[src/hdl/lpag_pkg.sv]
// Shared types and constants for the line pixel address generator.
`timescale 1ns / 1ps
`default_nettype none

package lpag_pkg;

    localparam int PIXEL_W  = 24;
    localparam int OFFSET_W = 24;
    localparam int STRIDE_W = 13;

    localparam logic [STRIDE_W-1:0] STRIDE_RESET = 13'd5760;

    // Input item opcodes
    localparam logic CMD_LOAD = 1'b0;
    localparam logic CMD_STEP = 1'b1;

    // Controller to datapath
    typedef struct packed {
        logic load;   // latch and order a new line
        logic step;   // form products for the current pixel, advance the stepper
        logic emit;   // move the finished pixel into the output register
    } t_ctrl_cmd;

    // Datapath to controller
    typedef struct packed {
        logic line_active;
        logic out_free;
    } t_ctrl_status;

endpackage

`default_nettype wire

[src/hdl/lpag_item_if.sv]
// Input channel: line load and pixel step requests.
`timescale 1ns / 1ps
`default_nettype none

interface lpag_item_if #(
    parameter int COORD_BITS = 11
);
    logic                          valid;
    logic                          ready;
    logic                          cmd;
    logic [COORD_BITS-1:0]         start_x;
    logic [COORD_BITS-1:0]         start_y;
    logic [COORD_BITS-1:0]         end_x;
    logic [COORD_BITS-1:0]         end_y;
    logic [lpag_pkg::PIXEL_W-1:0]  pixel_color;

    modport source (
        output valid, cmd, start_x, start_y, end_x, end_y, pixel_color,
        input  ready
    );
    modport sink (
        input  valid, cmd, start_x, start_y, end_x, end_y, pixel_color,
        output ready
    );
endinterface

`default_nettype wire

[src/hdl/lpag_pixel_if.sv]
// Output channel: one pixel write per transaction.
`timescale 1ns / 1ps
`default_nettype none

interface lpag_pixel_if;
    logic                          valid;
    logic                          ready;
    logic [lpag_pkg::OFFSET_W-1:0] byte_offset;
    logic [lpag_pkg::PIXEL_W-1:0]  paint_color;
    logic                          last_pixel;

    modport source (
        output valid, byte_offset, paint_color, last_pixel,
        input  ready
    );
    modport sink (
        input  valid, byte_offset, paint_color, last_pixel,
        output ready
    );
endinterface

`default_nettype wire

[src/hdl/lpag_cfg_if.sv]
// Configuration write channel carrying the row stride.
`timescale 1ns / 1ps
`default_nettype none

interface lpag_cfg_if;
    logic                          valid;
    logic                          ready;
    logic [lpag_pkg::STRIDE_W-1:0] data;

    modport source (
        output valid, data,
        input  ready
    );
    modport sink (
        input  valid, data,
        output ready
    );
endinterface

`default_nettype wire

[src/hdl/lpag_datapath.sv]
// Datapath: line setup, remainder stepper, offset multiply and output register.
`timescale 1ns / 1ps
`default_nettype none

module lpag_datapath #(
    parameter int COORD_BITS      = 11,
    parameter int BYTES_PER_PIXEL = 3
) (
    input  wire logic                          i_clk,
    input  wire logic                          i_rst_n,
    input  wire lpag_pkg::t_ctrl_cmd           i_cmd,
    output lpag_pkg::t_ctrl_status             o_status,
    input  wire logic [COORD_BITS-1:0]         i_start_x,
    input  wire logic [COORD_BITS-1:0]         i_start_y,
    input  wire logic [COORD_BITS-1:0]         i_end_x,
    input  wire logic [COORD_BITS-1:0]         i_end_y,
    input  wire logic [lpag_pkg::PIXEL_W-1:0]  i_pixel_color,
    input  wire logic                          i_cfg_wr,
    input  wire logic [lpag_pkg::STRIDE_W-1:0] i_cfg_data,
    input  wire logic                          i_out_ready,
    output logic                               o_out_valid,
    output logic [lpag_pkg::OFFSET_W-1:0]      o_byte_offset,
    output logic [lpag_pkg::PIXEL_W-1:0]       o_paint_color,
    output logic                               o_last_pixel
);

    localparam int BPP_W     = $clog2(BYTES_PER_PIXEL + 1);
    localparam int COLP_W    = COORD_BITS + BPP_W;
    localparam int ROWP_W    = COORD_BITS + lpag_pkg::STRIDE_W;
    localparam int SUM_RAW_W = ROWP_W + 1;
    localparam int SUM_W     = (SUM_RAW_W > lpag_pkg::OFFSET_W) ? SUM_RAW_W
                                                                : lpag_pkg::OFFSET_W;
    localparam logic [BPP_W-1:0] C_BPP = BPP_W'(BYTES_PER_PIXEL);

    // Line state
    logic [lpag_pkg::STRIDE_W-1:0] r_stride;
    logic                          r_active;
    logic [COORD_BITS-1:0]         r_col;
    logic [COORD_BITS-1:0]         r_row;
    logic [COORD_BITS-1:0]         r_major;
    logic [COORD_BITS-1:0]         r_minor;
    logic [COORD_BITS-1:0]         r_rem;
    logic [COORD_BITS-1:0]         r_left;
    logic                          r_steep;
    logic                          r_neg;
    logic [lpag_pkg::PIXEL_W-1:0]  r_color;

    // Product stage
    logic [COLP_W-1:0]             r_col_prod;
    logic [ROWP_W-1:0]             r_row_prod;
    logic                          r_last_pend;

    // Output register
    logic                          r_out_valid;
    logic [lpag_pkg::OFFSET_W-1:0] r_out_offset;
    logic [lpag_pkg::PIXEL_W-1:0]  r_out_color;
    logic                          r_out_last;

    // Setup logic
    logic                  swap;
    logic [COORD_BITS-1:0] org_x, org_y, fin_x, fin_y;
    logic [COORD_BITS-1:0] dx, ady;
    logic                  dy_neg, steep;

    always_comb begin
        swap   = (i_start_x > i_end_x) || ((i_start_x == i_end_x) && (i_end_y < i_start_y));
        org_x  = swap ? i_end_x   : i_start_x;
        org_y  = swap ? i_end_y   : i_start_y;
        fin_x  = swap ? i_start_x : i_end_x;
        fin_y  = swap ? i_start_y : i_end_y;
        dx     = fin_x - org_x;
        dy_neg = fin_y < org_y;
        ady    = dy_neg ? (org_y - fin_y) : (fin_y - org_y);
        steep  = ady > dx;
    end

    // Remainder stepper: k*minor = q*major + rem, at most one carry per step
    logic [COORD_BITS:0]   rem_sum;
    logic                  carry;
    logic [COORD_BITS:0]   rem_sub;
    logic [COORD_BITS-1:0] row_adv;
    logic [COORD_BITS-1:0] col_adv;
    logic [SUM_W-1:0]      offset_sum;

    always_comb begin
        rem_sum    = {1'b0, r_rem} + {1'b0, r_minor};
        carry      = rem_sum >= {1'b0, r_major};
        rem_sub    = rem_sum - {1'b0, r_major};
        row_adv    = r_neg ? (r_row - COORD_BITS'(1)) : (r_row + COORD_BITS'(1));
        col_adv    = r_col + COORD_BITS'(1);
        offset_sum = SUM_W'(r_col_prod) + SUM_W'(r_row_prod);
    end

    always_ff @(posedge i_clk) begin
        if (!i_rst_n) begin
            r_stride    <= lpag_pkg::STRIDE_RESET;
            r_active    <= 1'b0;
            r_out_valid <= 1'b0;
        end else begin
            if (i_cfg_wr) begin
                r_stride <= i_cfg_data;
            end
            if (i_cmd.load) begin
                r_active <= (steep ? ady : dx) != '0;
            end else if (i_cmd.step && (r_left == COORD_BITS'(1))) begin
                r_active <= 1'b0;
            end
            if (i_cmd.emit) begin
                r_out_valid <= 1'b1;
            end else if (i_out_ready) begin
                r_out_valid <= 1'b0;
            end
        end
    end

    always_ff @(posedge i_clk) begin
        if (i_cmd.load) begin
            r_col   <= org_x;
            r_row   <= org_y;
            r_major <= steep ? ady : dx;
            r_minor <= steep ? dx : ady;
            r_left  <= steep ? ady : dx;
            r_rem   <= '0;
            r_steep <= steep;
            r_neg   <= dy_neg;
            r_color <= i_pixel_color;
        end else if (i_cmd.step) begin
            r_col_prod  <= {{BPP_W{1'b0}}, r_col} * {{COORD_BITS{1'b0}}, C_BPP};
            r_row_prod  <= {{lpag_pkg::STRIDE_W{1'b0}}, r_row} *
                           {{COORD_BITS{1'b0}}, r_stride};
            r_last_pend <= r_left == COORD_BITS'(1);
            r_left      <= r_left - COORD_BITS'(1);
            r_rem       <= carry ? rem_sub[COORD_BITS-1:0] : rem_sum[COORD_BITS-1:0];
            if (r_steep) begin
                r_row <= row_adv;
                if (carry) begin
                    r_col <= col_adv;
                end
            end else begin
                r_col <= col_adv;
                if (carry) begin
                    r_row <= row_adv;
                end
            end
        end
        if (i_cmd.emit) begin
            r_out_offset <= offset_sum[lpag_pkg::OFFSET_W-1:0];
            r_out_color  <= r_color;
            r_out_last   <= r_last_pend;
        end
    end

    assign o_status.line_active = r_active;
    assign o_status.out_free    = !r_out_valid || i_out_ready;
    assign o_out_valid          = r_out_valid;
    assign o_byte_offset        = r_out_offset;
    assign o_paint_color        = r_out_color;
    assign o_last_pixel         = r_out_last;

endmodule

`default_nettype wire

[src/hdl/lpag_controller.sv]
// Controller: accepts input transactions and sequences each pixel step.
`timescale 1ns / 1ps
`default_nettype none

module lpag_controller (
    input  wire logic                   i_clk,
    input  wire logic                   i_rst_n,
    input  wire logic                   i_in_valid,
    input  wire logic                   i_in_cmd,
    output logic                        o_in_ready,
    input  wire lpag_pkg::t_ctrl_status i_status,
    output lpag_pkg::t_ctrl_cmd         o_cmd
);

    localparam logic S_IDLE = 1'b0;
    localparam logic S_EMIT = 1'b1;

    logic r_state;
    logic n_state;
    logic accept;

    always_comb begin
        n_state    = r_state;
        o_cmd      = '0;
        o_in_ready = 1'b0;
        accept     = 1'b0;
        unique case (r_state)
            S_IDLE: begin
                o_in_ready = 1'b1;
                accept     = i_in_valid;
                if (accept && (i_in_cmd == lpag_pkg::CMD_LOAD)) begin
                    o_cmd.load = 1'b1;
                end else if (accept && i_status.line_active) begin
                    o_cmd.step = 1'b1;
                    n_state    = S_EMIT;
                end
            end
            S_EMIT: begin
                // wait for the output register to drain
                if (i_status.out_free) begin
                    o_cmd.emit = 1'b1;
                    n_state    = S_IDLE;
                end
            end
            default: begin
                n_state = S_IDLE;
            end
        endcase
    end

    always_ff @(posedge i_clk) begin
        if (!i_rst_n) begin
            r_state <= S_IDLE;
        end else begin
            r_state <= n_state;
        end
    end

endmodule

`default_nettype wire

[src/hdl/line_pixel_address_generator.sv]
// Top level: line pixel address generator.
//
//  channel  | dir | payload                                       | handshake
//  ---------+-----+-----------------------------------------------+------------
//  i_in     | in  | cmd, start_x, start_y, end_x, end_y, pixel_col| valid/ready
//  o_out    | out | byte_offset, paint_color, last_pixel          | valid/ready
//  i_cfg    | in  | row stride (13 bits)                          | valid/ready
//
// A load transaction gives no result. A step transaction first does the offset
// multiply into the product registers, then the add into the output register;
// no new transaction is taken until that add is done.
// The output register lets the next transaction be taken while a pixel waits on o_out;
// a stall beyond that holds the step in its emit state. i_cfg is always ready.
// Synchronous active-low reset returns to idle with a stride of 5760.
`timescale 1ns / 1ps
`default_nettype none

module line_pixel_address_generator #(
    parameter int COORD_BITS      = 11,
    parameter int BYTES_PER_PIXEL = 3
) (
    input  wire logic   i_clk,
    input  wire logic   i_rst_n,
    lpag_item_if.sink   i_in,
    lpag_pixel_if.source o_out,
    lpag_cfg_if.sink    i_cfg
);

    lpag_pkg::t_ctrl_cmd    ctrl_cmd;
    lpag_pkg::t_ctrl_status ctrl_status;

    assign i_cfg.ready = 1'b1;

    lpag_controller u_ctrl (
        .i_clk      (i_clk),
        .i_rst_n    (i_rst_n),
        .i_in_valid (i_in.valid),
        .i_in_cmd   (i_in.cmd),
        .o_in_ready (i_in.ready),
        .i_status   (ctrl_status),
        .o_cmd      (ctrl_cmd)
    );

    lpag_datapath #(
        .COORD_BITS      (COORD_BITS),
        .BYTES_PER_PIXEL (BYTES_PER_PIXEL)
    ) u_dp (
        .i_clk         (i_clk),
        .i_rst_n       (i_rst_n),
        .i_cmd         (ctrl_cmd),
        .o_status      (ctrl_status),
        .i_start_x     (i_in.start_x),
        .i_start_y     (i_in.start_y),
        .i_end_x       (i_in.end_x),
        .i_end_y       (i_in.end_y),
        .i_pixel_color (i_in.pixel_color),
        .i_cfg_wr      (i_cfg.valid),
        .i_cfg_data    (i_cfg.data),
        .i_out_ready   (o_out.ready),
        .o_out_valid   (o_out.valid),
        .o_byte_offset (o_out.byte_offset),
        .o_paint_color (o_out.paint_color),
        .o_last_pixel  (o_out.last_pixel)
    );

endmodule

`default_nettype wire
[src/flat_wrapper.sv]
// flat-port wrapper written by rule: the top's interface ports become plain ports
module line_pixel_address_generator_flat 
#(
    parameter int COORD_BITS      = 11,
    parameter int BYTES_PER_PIXEL = 3
)
  (i_clk, i_rst_n, i_in_valid, i_in_cmd, i_in_start_x, i_in_start_y, i_in_end_x, i_in_end_y, i_in_pixel_color, i_in_ready, o_out_valid, o_out_byte_offset, o_out_paint_color, o_out_last_pixel, o_out_ready, i_cfg_valid, i_cfg_data, i_cfg_ready);
  lpag_item_if #(.COORD_BITS(COORD_BITS)) i_in_i ();
  lpag_pixel_if o_out_i ();
  lpag_cfg_if i_cfg_i ();
  input  wire logic i_clk;
  input  wire logic i_rst_n;
  input wire logic [$bits(i_in_i.valid)-1:0] i_in_valid;
  input wire logic [$bits(i_in_i.cmd)-1:0] i_in_cmd;
  input wire logic [$bits(i_in_i.start_x)-1:0] i_in_start_x;
  input wire logic [$bits(i_in_i.start_y)-1:0] i_in_start_y;
  input wire logic [$bits(i_in_i.end_x)-1:0] i_in_end_x;
  input wire logic [$bits(i_in_i.end_y)-1:0] i_in_end_y;
  input wire logic [$bits(i_in_i.pixel_color)-1:0] i_in_pixel_color;
  output wire logic [$bits(i_in_i.ready)-1:0] i_in_ready;
  output wire logic [$bits(o_out_i.valid)-1:0] o_out_valid;
  output wire logic [$bits(o_out_i.byte_offset)-1:0] o_out_byte_offset;
  output wire logic [$bits(o_out_i.paint_color)-1:0] o_out_paint_color;
  output wire logic [$bits(o_out_i.last_pixel)-1:0] o_out_last_pixel;
  input wire logic [$bits(o_out_i.ready)-1:0] o_out_ready;
  input wire logic [$bits(i_cfg_i.valid)-1:0] i_cfg_valid;
  input wire logic [$bits(i_cfg_i.data)-1:0] i_cfg_data;
  output wire logic [$bits(i_cfg_i.ready)-1:0] i_cfg_ready;
  assign i_in_i.valid = i_in_valid;
  assign i_in_i.cmd = i_in_cmd;
  assign i_in_i.start_x = i_in_start_x;
  assign i_in_i.start_y = i_in_start_y;
  assign i_in_i.end_x = i_in_end_x;
  assign i_in_i.end_y = i_in_end_y;
  assign i_in_i.pixel_color = i_in_pixel_color;
  assign i_in_ready = i_in_i.ready;
  assign o_out_valid = o_out_i.valid;
  assign o_out_byte_offset = o_out_i.byte_offset;
  assign o_out_paint_color = o_out_i.paint_color;
  assign o_out_last_pixel = o_out_i.last_pixel;
  assign o_out_i.ready = o_out_ready;
  assign i_cfg_i.valid = i_cfg_valid;
  assign i_cfg_i.data = i_cfg_data;
  assign i_cfg_ready = i_cfg_i.ready;
  line_pixel_address_generator #(.COORD_BITS(COORD_BITS), .BYTES_PER_PIXEL(BYTES_PER_PIXEL)) u_core (.i_clk(i_clk), .i_rst_n(i_rst_n), .i_in(i_in_i), .o_out(o_out_i), .i_cfg(i_cfg_i));
endmodule
[config.mk]
export PLATFORM = sky130hd
export DESIGN_NAME = line_pixel_address_generator_flat
export DESIGN_NICKNAME = d
export VERILOG_FILES = /design/src/hdl/lpag_pkg.sv /design/src/hdl/lpag_item_if.sv /design/src/hdl/lpag_pixel_if.sv /design/src/hdl/lpag_cfg_if.sv /design/src/hdl/lpag_datapath.sv /design/src/hdl/lpag_controller.sv /design/src/hdl/line_pixel_address_generator.sv /design/src/flat_wrapper.sv
export SDC_FILE = /design/constraint.sdc
export NUM_CORES = 1
export LEC_CHECK = 0
export ABC_AREA = 1
export BUFFER_PORTS_ARGS = -buffer_cell sky130_fd_sc_hd__buf_2
export CAP_MARGIN = 30
export CORE_MARGIN = 1
export CORE_UTILIZATION = 50
export CTS_CLUSTER_SIZE = 40
export DETAILED_ROUTE_END_ITERATION = 8
export PLACE_DENSITY = 0.69
export SYNTH_ARGS = -nofsm -noshare
export SYNTH_HDL_FRONTEND = slang
export SYNTH_SLANG_ARGS = --single-unit
[constraint.sdc]
create_clock -name i_clk -period 7 [get_ports i_clk]
set_clock_uncertainty 0.1 [all_clocks]
set_input_delay 1.05 -clock i_clk [delete_from_list [all_inputs] [get_ports i_clk]]
set_output_delay 1.05 -clock i_clk [all_outputs]
set_load 0.1 [all_outputs]
==> reports/metrics.yaml, run 1 <==
status: "finished clean"
ys_ff_latch: 195
rows: 66
syn_area_um2: 16800
grt_first_pass_wirelength_mm: 66.8
cts.path.max_buffers: 2
area.growth.synth_to_final_pct: 10.0
die_area_um2: 34400
cts.clk_slew.worst_paths_ns: 0.07
grt_pass1_vias: 13468
wire_per_inst_um: 15.6
start_util_pct: 51.3
via_per_inst: 5.14
postLayoutSetupSlackWorst_ns: 0.607
grt-ovfl-total: 0
fillers: 3002
cp-end-kind: "flop"
diodes: 0
reg2reg_depth: 20
yosysTopAreaCellShare_pct: 30.0
first_iter_violations: 885
p_total_uw: 6390
synth_area_leaders: "edfxtp_1 30%, fa_1 12%, nand2_1 12%, ha_1 12%, inv_1 8.2%"
setup_viol: 0
drt_pass1_iterations: 5
fin_nets: 2488
postCtsSetupBuffers: 0
vias: 13351
fp.coreArea_um2: 32800
htree_num_levels: 4
die_x_um: 185
routed_wl_mm: 40.6
worstMarginPinSlew_ns: 0.800
post-route-min-period_ns: 6.39
drcViolationCount: 0
synth_cells: 2024
rsz0062_at_grt: "false"
hold_viol_final: 0
cp-start-kind: "primary input"
placed_cells: 2565
hp-class: "flop to flop"
slew_viol_final: 0
grt_usage_pct: 25.3
synth_area_leader_cell: "edfxtp_1"
io_pins: 139
synth_edf_count: 168
p_leak_uw: 0.00944
cts_inserted_buffers: 17
die_h_um: 185
cp.arrival_ns: 6.65
yosysWarnings: 0
fmax_ghz: 0.156
gp_congestion: 0.907
worst_ir_drop_vdd_uv: 296
critical-path-max-stage-delay_ns: 0.69
grt_max_degree: 55
hold_buffers: 0
syn_area_per_cell_um2: 8.31
synthDistinctLibCells: 46
cts_resized: 0
critical_path_class: "primary input to flop"
drv_cap: 0
layout.cells.non_filler: 2597
slew_headroom_pct: 46.6
finalSetupTns_ns: 0
crit_required_ns: 7.26
antenna_found_initial: 0
pre_cts_slack_ns: 0.287
cts_sinks: 195
ys.flop_type: "edfxtp_1"
cts_root_buffer: "clkbuf_16"
insertion_delay_ns: 0.46
crit_slowest_cell: "o21ai_0"
cts_tree: "built"
ant_nets: 0
port_buffers: 137
power_density_nw_per_um2: 346
fin_crit_sh_pct: 91.3
seq_area_frac_synth_pct: 33.2
dp_hpwl_mm: 33.0
hold_depth: 0
synthArstFlopShare_pct: 0
drive_above_1_share_pct: 10.4
syn_nets: 2370
timing.critical_path.fanout_max: 54
crit_top_cell: "nand2_1"
-- metrics by stage --
stage | cell area, µm² | hold slack (ns) | utilization (%)
floorplan | 16800 | 0.300 | -
global placement | 17900 | 0.301 | 54.6
detailed placement | 17900 | 0.305 | 54.6
CTS | 18500 | 0.321 | 56.4
global route | 18500 | 0.325 | 56.4
finish | 18500 | 0.317 | 56.4
-- per-layer routing --
metal | vias to the layer above | track usage (%) | part of all wire, % | routed length [µm]
li1 | 6691 | - | - | -
met2 | 292 | 44.6 | 49 | 20000
met1 | 6311 | 31.6 | 44 | 17700
met3 | 57 | 3.32 | 4.5 | 1820
met4 | 0 | 8.60 | 2.5 | 1030
met5 | - | 0 | 0 | 0
-- flip-flops by register name, summed over array words and instances (netlist names), 11 cells and up --
name,count
u_core.u_dp.r_minor,11
u_core.u_dp.o_byte_offset,24
u_core.u_dp.r_col_prod,13
u_core.u_dp.r_rem,11
u_core.u_dp.r_row_prod,24
u_core.u_dp.r_row,11
u_core.u_dp.r_stride,13
u_core.u_dp.r_color,24
u_core.u_dp.r_major,11
u_core.u_dp.o_paint_color,24
u_core.u_dp.r_col,11
u_core.u_dp.r_left,11
-- cells in the mapped netlist (26+ instances only) --
| library cell | n |
|---|---|
| dfxtp_1 | 27 |
| fa_1 | 103 |
| ha_1 | 156 |
| a21oi_1 | 99 |
| nor2_1 | 106 |
| edfxtp_1 | 168 |
| nand2_1 | 522 |
| xnor2_1 | 32 |
| clkbuf_1 | 37 |
| o21ai_0 | 103 |
| nand3_1 | 90 |
| o21ai_1 | 26 |
| xor2_1 | 65 |
| inv_1 | 366 |
-- power by group --
group	switching, µW	internal (µW)	total, µW
Clock	473	525	998
Combinational	2290	1410	3700
Sequential	117	1580	1700
Total	2880	3520	6390
-- worst max-delay path, delay by kind of cell --
kind | cells | cell delay [ns]
buffers and inverters | 7 | 0.61
adder cells (fa/ha/maj) | 2 | 0.68
AND/OR/NAND/NOR | 23 | 2.65
AO/OA/AOI/OAI | 5 | 1.63
-- final cells by class --
type	count	area, µm²	share of cell area [%]
multi-input combinational	1398	9550	51.6
sequential	195	5590	30.2
inverter	376	1410	7.63
timing repair buffer	154	813	4.40
tap	442	553	2.99
clock buffer	20	457	2.47
clock inverter	12	136	0.737
-- final timing paths --
kind                                from                           end  slack [ns]
hold / removal    u_core.u_dp.r_color[6]  u_core.u_dp.o_paint_color[6]        0.32
setup / recovery         i_in_start_y[2]          u_core.u_dp.r_active        0.61
setup reg to reg   u_core.u_dp.r_row[10]    u_core.u_dp.r_row_prod[23]        0.63
hold reg to reg   u_core.u_dp.r_color[6]  u_core.u_dp.o_paint_color[6]        0.32
-- cells by family after synthesis --
| family | after synthesis | synth area share (%) |
|---|---|---|
| muxes | 1 | 0.0595 |
| adders and majority gates | 259 | 23.9 |
| DFF | 195 | 33.2 |
| buffers and inverters | 431 | 10.1 |
| AOI/OAI and AO/OA | 270 | 8.72 |
| other | 1 | 0.0223 |
| xor gates and xnor gates | 98 | 5.15 |
| and+or+nand+nor | 769 | 18.8 |
-- layout by cell type (no fill, tap or decap), types with 90 or more instances in the layout --
cell type and instances:
nand2_1 522, inv_1 365, edfxtp_1 168, ha_1 156
buf_2 137, nor2_1 105, o21ai_0 103, fa_1 103
a21oi_1 98, nand3_1 90
Power figures use the tool's default switching activity.
==> run 2, diff against run 1 <==
--- a/config.mk
+++ b/config.mk
@@ -9,10 +9,10 @@
 export BUFFER_PORTS_ARGS = -buffer_cell sky130_fd_sc_hd__buf_2
 export CAP_MARGIN = 30
 export CORE_MARGIN = 1
-export CORE_UTILIZATION = 50
+export CORE_UTILIZATION = 54
 export CTS_CLUSTER_SIZE = 40
 export DETAILED_ROUTE_END_ITERATION = 8
-export PLACE_DENSITY = 0.69
+export PLACE_DENSITY = 0.73
 export SYNTH_ARGS = -nofsm -noshare
 export SYNTH_HDL_FRONTEND = slang
 export SYNTH_SLANG_ARGS = --single-unit
==> run 2 against run 1 <==
Net effect:
- flip-flop and latch count did not move
- setup slack got worse by 0.082 ns
- via count is 0.49% higher
- critical endpoint unchanged
- largest power group unchanged
- critical path type unchanged
==> reports/metrics.yaml, run 2 (synthesis results as in run 1) <==
status: "finished clean"
postLayoutSetupSlackWorst_ns: 0.525  # -0.0823 ns
grt_max_degree: 69  # +25%
fin_nets: 2486  # -0.080%
worstMarginPinSlew_ns: 0.878  # +0.0776 ns
fin_crit_sh_pct: 92.5  # +1.2 points
slew_viol_final: 0  # unchanged
via_per_inst: 5.26  # +2.4%
diodes: 0  # unchanged
hold_viol_final: 0  # unchanged
cp.arrival_ns: 6.74  # +0.09 ns
wire_per_inst_um: 16.0  # +2.1%
crit_top_cell: "nand2_1"
postLayoutCoreUtil_pct: 60.4  # +3.9 points
start_util_pct: 55.0  # +3.7 points
post-route-min-period_ns: 6.48  # +0.0823 ns
area.growth.synth_to_final_pct: 9.79
critical_path_class: "primary input to flop"
grt-ovfl-total: 0  # unchanged
postCtsSetupBuffers: 0  # unchanged
io_pins: 139  # unchanged
drcViolationCount: 0  # unchanged
hp-class: "flop to flop"
setup_viol: 0  # unchanged
p_total_uw: 6320  # -1.1%
critical-path-max-stage-delay_ns: 0.41  # -0.28 ns
worstSetupEndpoint: "u_core.u_dp.r_active"
cts_sinks: 195  # unchanged
die_h_um: 178  # -3.7%
cts_root_buffer: "clkbuf_16"
finalSetupTns_ns: 0  # unchanged
fmax_ghz: 0.154  # -1.3%
cts_inserted_buffers: 17  # unchanged
vias: 13416  # +0.49%
drive_above_1_share_pct: 10.3  # -0.083 points
cts.path.max_buffers: 2  # unchanged
cts_resized: 0  # unchanged
drv_cap: 0  # unchanged
fp.coreArea_um2: 30600  # -6.7%
die_area_um2: 31800  # -7.3%
drt_pass1_iterations: 5  # unchanged
power_density_nw_per_um2: 342  # -0.92%
startpoint: "i_in_start_y[4]"
grt_first_pass_wirelength_mm: 64.9  # -2.9%
cp-start-kind: "primary input"
gp_congestion: 0.948  # +4.5%
crit-reg2reg-launch: "u_core.u_dp.r_row[4]"
grt_usage_pct: 26.7  # +1.4 points
die_x_um: 178  # -3.7%
rows: 64  # -3.0%
grt_pass1_vias: 12893  # -4.3%
antenna_found_initial: 0  # unchanged
cts.clk_slew.worst_paths_ns: 0.09  # +0.02 ns
first_iter_violations: 873  # -1.4%
ant_nets: 0  # unchanged
rsz0062_at_grt: "false"
cts_tree: "built"
htree_num_levels: 4  # unchanged
port_buffers: 137  # unchanged
timing.critical_path.fanout_max: 54  # unchanged
p_leak_uw: 0.00942  # -0.11%
fillers: 2680  # -11%
worst_ir_drop_vdd_uv: 224  # -24%
timing.rr.end: "u_core.u_dp.r_row_prod[23]"
slew_headroom_pct: 41.5  # -5.1 points
reg2reg_depth: 24  # +20%
crit_required_ns: 7.26  # about the same
insertion_delay_ns: 0.47  # about the same
reg2reg_slack_ns: 0.82  # +0.19 ns
routed_wl_mm: 40.7  # +0.21%
hold_buffers: 0  # unchanged
layout_commonest_cell: "nand2_1"
cp-end-kind: "flop"
pre_cts_slack_ns: 0.189  # -0.0982 ns
dp_hpwl_mm: 32.6  # -0.99%
crit_slowest_cell: "ha_1"
layout_common_cells: "522 x nand2_1, 365 x inv_1, 168 x edfxtp_1"
run 2: changes by cell type in the layout (fill, tap and decap cells not counted), sizes merged:
cell      change
clkinv        +2
clkbuf        -3
clkinvlp      +1
buf           -2
run 2: report_power, final:
group	total (µW)	internal, µW	switching, µW
clock	1030	522	509
sequential	1700	1580	114
combinational	3590	1400	2200
total	6320	3500	2820
run 2: area by class of cell:
cell class	count	area [µm²]	share of cell area [%]
clock buffers	17	425	2.30
clock inverters	15	199	1.08
inverters	376	1410	7.64
multi-input cells	1398	9550	51.7
flip-flops and latches	195	5590	30.3
well taps	396	495	2.68
repair buffers	152	798	4.32
run 2: per-layer routing:
layer  GRT usage, %  part of all wire (%)  vias up
li1               -                     -     6691
met1           35.2                    45     6299
met2           44.2                    47      371
met3           4.22                   5.2       55
met4           9.82                   2.7        0
met5              0                     0        -
run 2: how the worst min path moves through the flow:
stage                                       start                            end  slack (ns)  depth (start not counted)
after floorplan           u_core.u_dp.r_last_pend       u_core.u_dp.o_last_pixel        0.30                          0
after global placement    u_core.u_dp.r_color[14]  u_core.u_dp.o_paint_color[14]        0.30                          0
after CTS                 u_core.u_dp.r_color[23]  u_core.u_dp.o_paint_color[23]        0.32                          0
final                     u_core.u_dp.r_color[20]  u_core.u_dp.o_paint_color[20]        0.32                          0
after detailed placement  u_core.u_dp.r_last_pend       u_core.u_dp.o_last_pixel        0.30                          0
after global routing       u_core.u_dp.r_color[8]   u_core.u_dp.o_paint_color[8]        0.33                          0
run 2: worst max-delay path, delay by kind of cell:
family | cells | cell delay [ns]
simple gates | 26 | 3.09
xor+xnor | 1 | 0.25
fa+ha+maj | 3 | 0.92
buf+inv | 6 | 0.84
compound gates | 3 | 0.55
run 2: metrics by stage:
stage          cell area, µm²  hold WS (ns)  instances
6_report                18500         0.319       2549
5_1_grt                 18500         0.327       2549
4_1_cts                 18500         0.322       2549
3_5_place_dp            17800         0.305       2517
3_3_place_gp            17800         0.301       2517
2_1_floorplan           16800         0.300       2024
==> run 3, diff against run 2 <==
--- a/config.mk
+++ b/config.mk
@@ -5,7 +5,6 @@
 export SDC_FILE = /design/constraint.sdc
 export NUM_CORES = 1
 export LEC_CHECK = 0
-export ABC_AREA = 1
 export BUFFER_PORTS_ARGS = -buffer_cell sky130_fd_sc_hd__buf_2
 export CAP_MARGIN = 30
 export CORE_MARGIN = 1
==> run 3 against run 2 <==
Net effect:
- core utilization rose by 3.4 points
- count of clock-buffer cells in the layout rose by 1
- clock power fell by 4%
- critical path type unchanged
- power rose by 1.9%
- non-clock buffer count rose by 81
- fmax fell by 1.5%
- synthesized cell count fell by 19%
- routed wire length fell by 5.1%
- highest routed layer unchanged
- via count fell by 8.2%
- die area fell by 3.8%
- global-route usage fell by 0.27 points
==> reports/metrics.yaml, run 3 <==
status: "finished clean"
crit_slowest_cell: "or4_1"
hold_depth: 0  # unchanged
grt-ovfl-total: 0  # unchanged
grt_first_pass_wirelength_mm: 63.2  # -2.6%
hold_buffers: 0  # unchanged
ys.flop_type: "edfxtp_1"
synthAdderAreaFrac_pct: 24.8  # +0.94 points
timing.critical_path.fanout_max: 8  # -85%
wire_per_inst_um: 17.2  # +7.9%
yosysTopAreaCellShare_pct: 31.2  # +1.2 points
io_pins: 139  # unchanged
vias: 12314  # -8.2%
switchingPower_uw: 2690  # -4.5%
grt_max_degree: 64  # -7.2%
p_leak_uw: 0.00842  # -11%
fillers: 2394  # -11%
synth_edf_count: 168  # unchanged
critical_path_class: "primary input to flop"
fin_nets: 2190  # -12%
p_clk_share_pct: 15.3  # -1.0 points
synth_xor_area_share_pct: 5.72  # +0.57 points
area.growth.synth_to_final_pct: 14.7
drv_cap: 0  # unchanged
slew_headroom_pct: 33.7  # -7.7 points
fmax_ghz: 0.152  # -1.5%
via_per_inst: 5.49  # +4.4%
worst_ir_drop_vdd_uv: 278  # +24%
layout_common_cells: "208 x inv_1, 199 x nand2_1, 168 x edfxtp_1"
path_delay_family: "compound AO/OA/AOI/OAI gates"
power_frac_seq_pct: 25.9  # -1.0 points
fin_crit_sh_pct: 93.9  # +1.4 points
worstMarginPinSlew_ns: 0.990  # +0.112 ns
drt_pass1_iterations: 5  # unchanged
drive_above_1_share_pct: 16.5  # +6.2 points
syn_nets: 1995  # -16%
cp-end-kind: "flop"
power_density_nw_per_um2: 347  # +1.5%
hold_viol_final: 0  # unchanged
hp-class: "flop to flop"
htree_num_levels: 4  # unchanged
start_util_pct: 55.6  # +0.63 points
port_buffers: 137  # unchanged
cp.buffers_inverters: 3  # -3
grt_pass1_vias: 12314  # -4.5%
p_sw_share_pct: 41.8  # -2.8 points
ys_ff_latch: 195  # unchanged
cts_tree: "built"
combPwrFrac_pct: 58.8  # +2.0 points
die_h_um: 175  # -1.9%
rsz0062_at_grt: "false"
dp_hpwl_mm: 30.5  # -6.4%
p_total_uw: 6440  # +1.9%
critical-path-max-stage-delay_ns: 0.56  # +0.15 ns
cts.path.max_buffers: 2  # unchanged
cts_root_buffer: "clkbuf_16"
yosysWarnings: 0  # unchanged
setup_viol: 0  # unchanged
slew_viol_final: 0  # unchanged
grt_usage_pct: 26.4  # -0.27 points
seq_area_frac_synth_pct: 34.5  # +1.3 points
syn_area_um2: 16200  # -3.8%
cts_sinks: 195  # unchanged
cp-start-kind: "primary input"
syn_area_per_cell_um2: 9.81  # +18%
synth_compound_gate_area_share_pct: 11.3  # +2.6 points
layout_commonest_cell: "inv_1"
insertion_delay_ns: 0.46  # about the same
cts_inserted_buffers: 17  # unchanged
synthArstFlopShare_pct: 0  # unchanged
postLayoutCoreUtil_pct: 63.8  # +3.4 points
synth_area_leader_cell: "edfxtp_1"
yosys.area_share.simple_pct: 14.2  # -4.6 points
power.internal_uw: 3750  # +7.2%
rows: 62  # -3.1%
crit_required_ns: 7.21  # -0.05 ns
routed_wl_mm: 38.6  # -5.1%
drcViolationCount: 0  # unchanged
post-route-min-period_ns: 6.57  # +0.0965 ns
gp_congestion: 0.922  # -2.7%
design_area_um2: 18500  # +0.46%
synthMostInstantiatedCell: "inv_1"
cp.arrival_ns: 6.78  # +0.04 ns
reg2reg_depth: 24  # unchanged
die_area_um2: 30700  # -3.8%
dpl-instance-area_um2: 17900  # +0.41%
synth.area.mux_share_pct: 3.06  # +3.0 points
ant_nets: 0  # unchanged
crit_top_cell: "a211oi_2"
crit_cells: 28  # -28%
synth_top_family_by_area: "adder cells"
synth_common_cells: "208 x inv_1, 201 x nand2_1, 168 x edfxtp_1"
synth_area_leaders: "edfxtp_1 31%, fa_1 13%, ha_1 12%, inv_1 4.8%, nand2_1 4.7%"
layout.cells.non_filler: 2242  # -12%
antenna_found_initial: 1  # +1
die_x_um: 175  # -1.9%
synthDistinctLibCells: 74  # +61%
synth_cells: 1649  # -19%
fp.coreArea_um2: 29100  # -4.9%
first_iter_violations: 846  # -3.1%
placed_cells: 2208  # -12%
cts.clk_slew.worst_paths_ns: 0.08  # about the same
## run 3: worst paths after layout
check	slack, ns	to	startpoint
hold reg to reg	0.31	u_core.u_dp.o_paint_color[16]	u_core.u_dp.r_color[16]
setup / recovery	0.43	u_core.u_dp.r_active	i_in_end_x[2]
hold / removal	0.31	u_core.u_dp.o_paint_color[16]	u_core.u_dp.r_color[16]
setup reg to reg	0.79	u_core.u_dp.r_row_prod[23]	u_core.u_dp.r_row[4]
## run 3: cells by family after synthesis
kind of cell / Yosys count
simple gates: 483
compound gates: 292
buf+inv: 267
fa+ha+maj: 259
flops: 195
xor+xnor: 104
mux: 48
other cells: 1
## run 3: what timing repair did
item / 4_1_cts / 5_1_grt
endpoints found under the setup margin: 0 / 8
setup buffers: 0 / 1
resized for setup: 0 / 9
## run 3: cell type report
cell class	count	area, µm²	share of cell area, %
diodes	1	2.50	0.0135
clock inverters	14	159	0.857
well taps	384	480	2.59
repair buffers	233	1430	7.72
multi-input cells	1187	9670	52.1
inverters	210	791	4.26
flip-flops and latches	195	5590	30.1
clock buffers	18	429	2.31
## run 3: per-stage QoR
| stage | hold slack [ns] | setup slack, ns | TNS, ns |
|---|---|---|---|
| 2_1_floorplan | 0.300 | 0.0337 | 0 |
| 3_3_place_gp | 0.301 | -0.0507 | -0.0507 |
| 3_5_place_dp | 0.305 | -0.175 | -0.320 |
| 4_1_cts | 0.319 | 0.299 | 0 |
| 5_1_grt | 0.317 | 0.0140 | 0 |
| 6_report | 0.313 | 0.428 | 0 |
## run 3: per-layer routing
metal	up-vias	global-route usage, %	part of all wire, %
li1	5963	-	-
met2	379	43.0	46
met4	0	8.70	2.5
met3	55	3.76	5.4
met1	5917	36.3	46
met5	-	0	0
## run 3: power by group through the flow
| stage | Sequential, µW | Clock (µW) | Combinational (µW) |
|---|---|---|---|
| after floorplan | 1660 | 0 | 2810 |
| after global placement | 1690 | 0 | 3680 |
| after detailed placement | 1690 | 0 | 3750 |
| after CTS | 1670 | 1010 | 3790 |
| after global routing | 1680 | 1050 | 4300 |
| final | 1670 | 984 | 3790 |
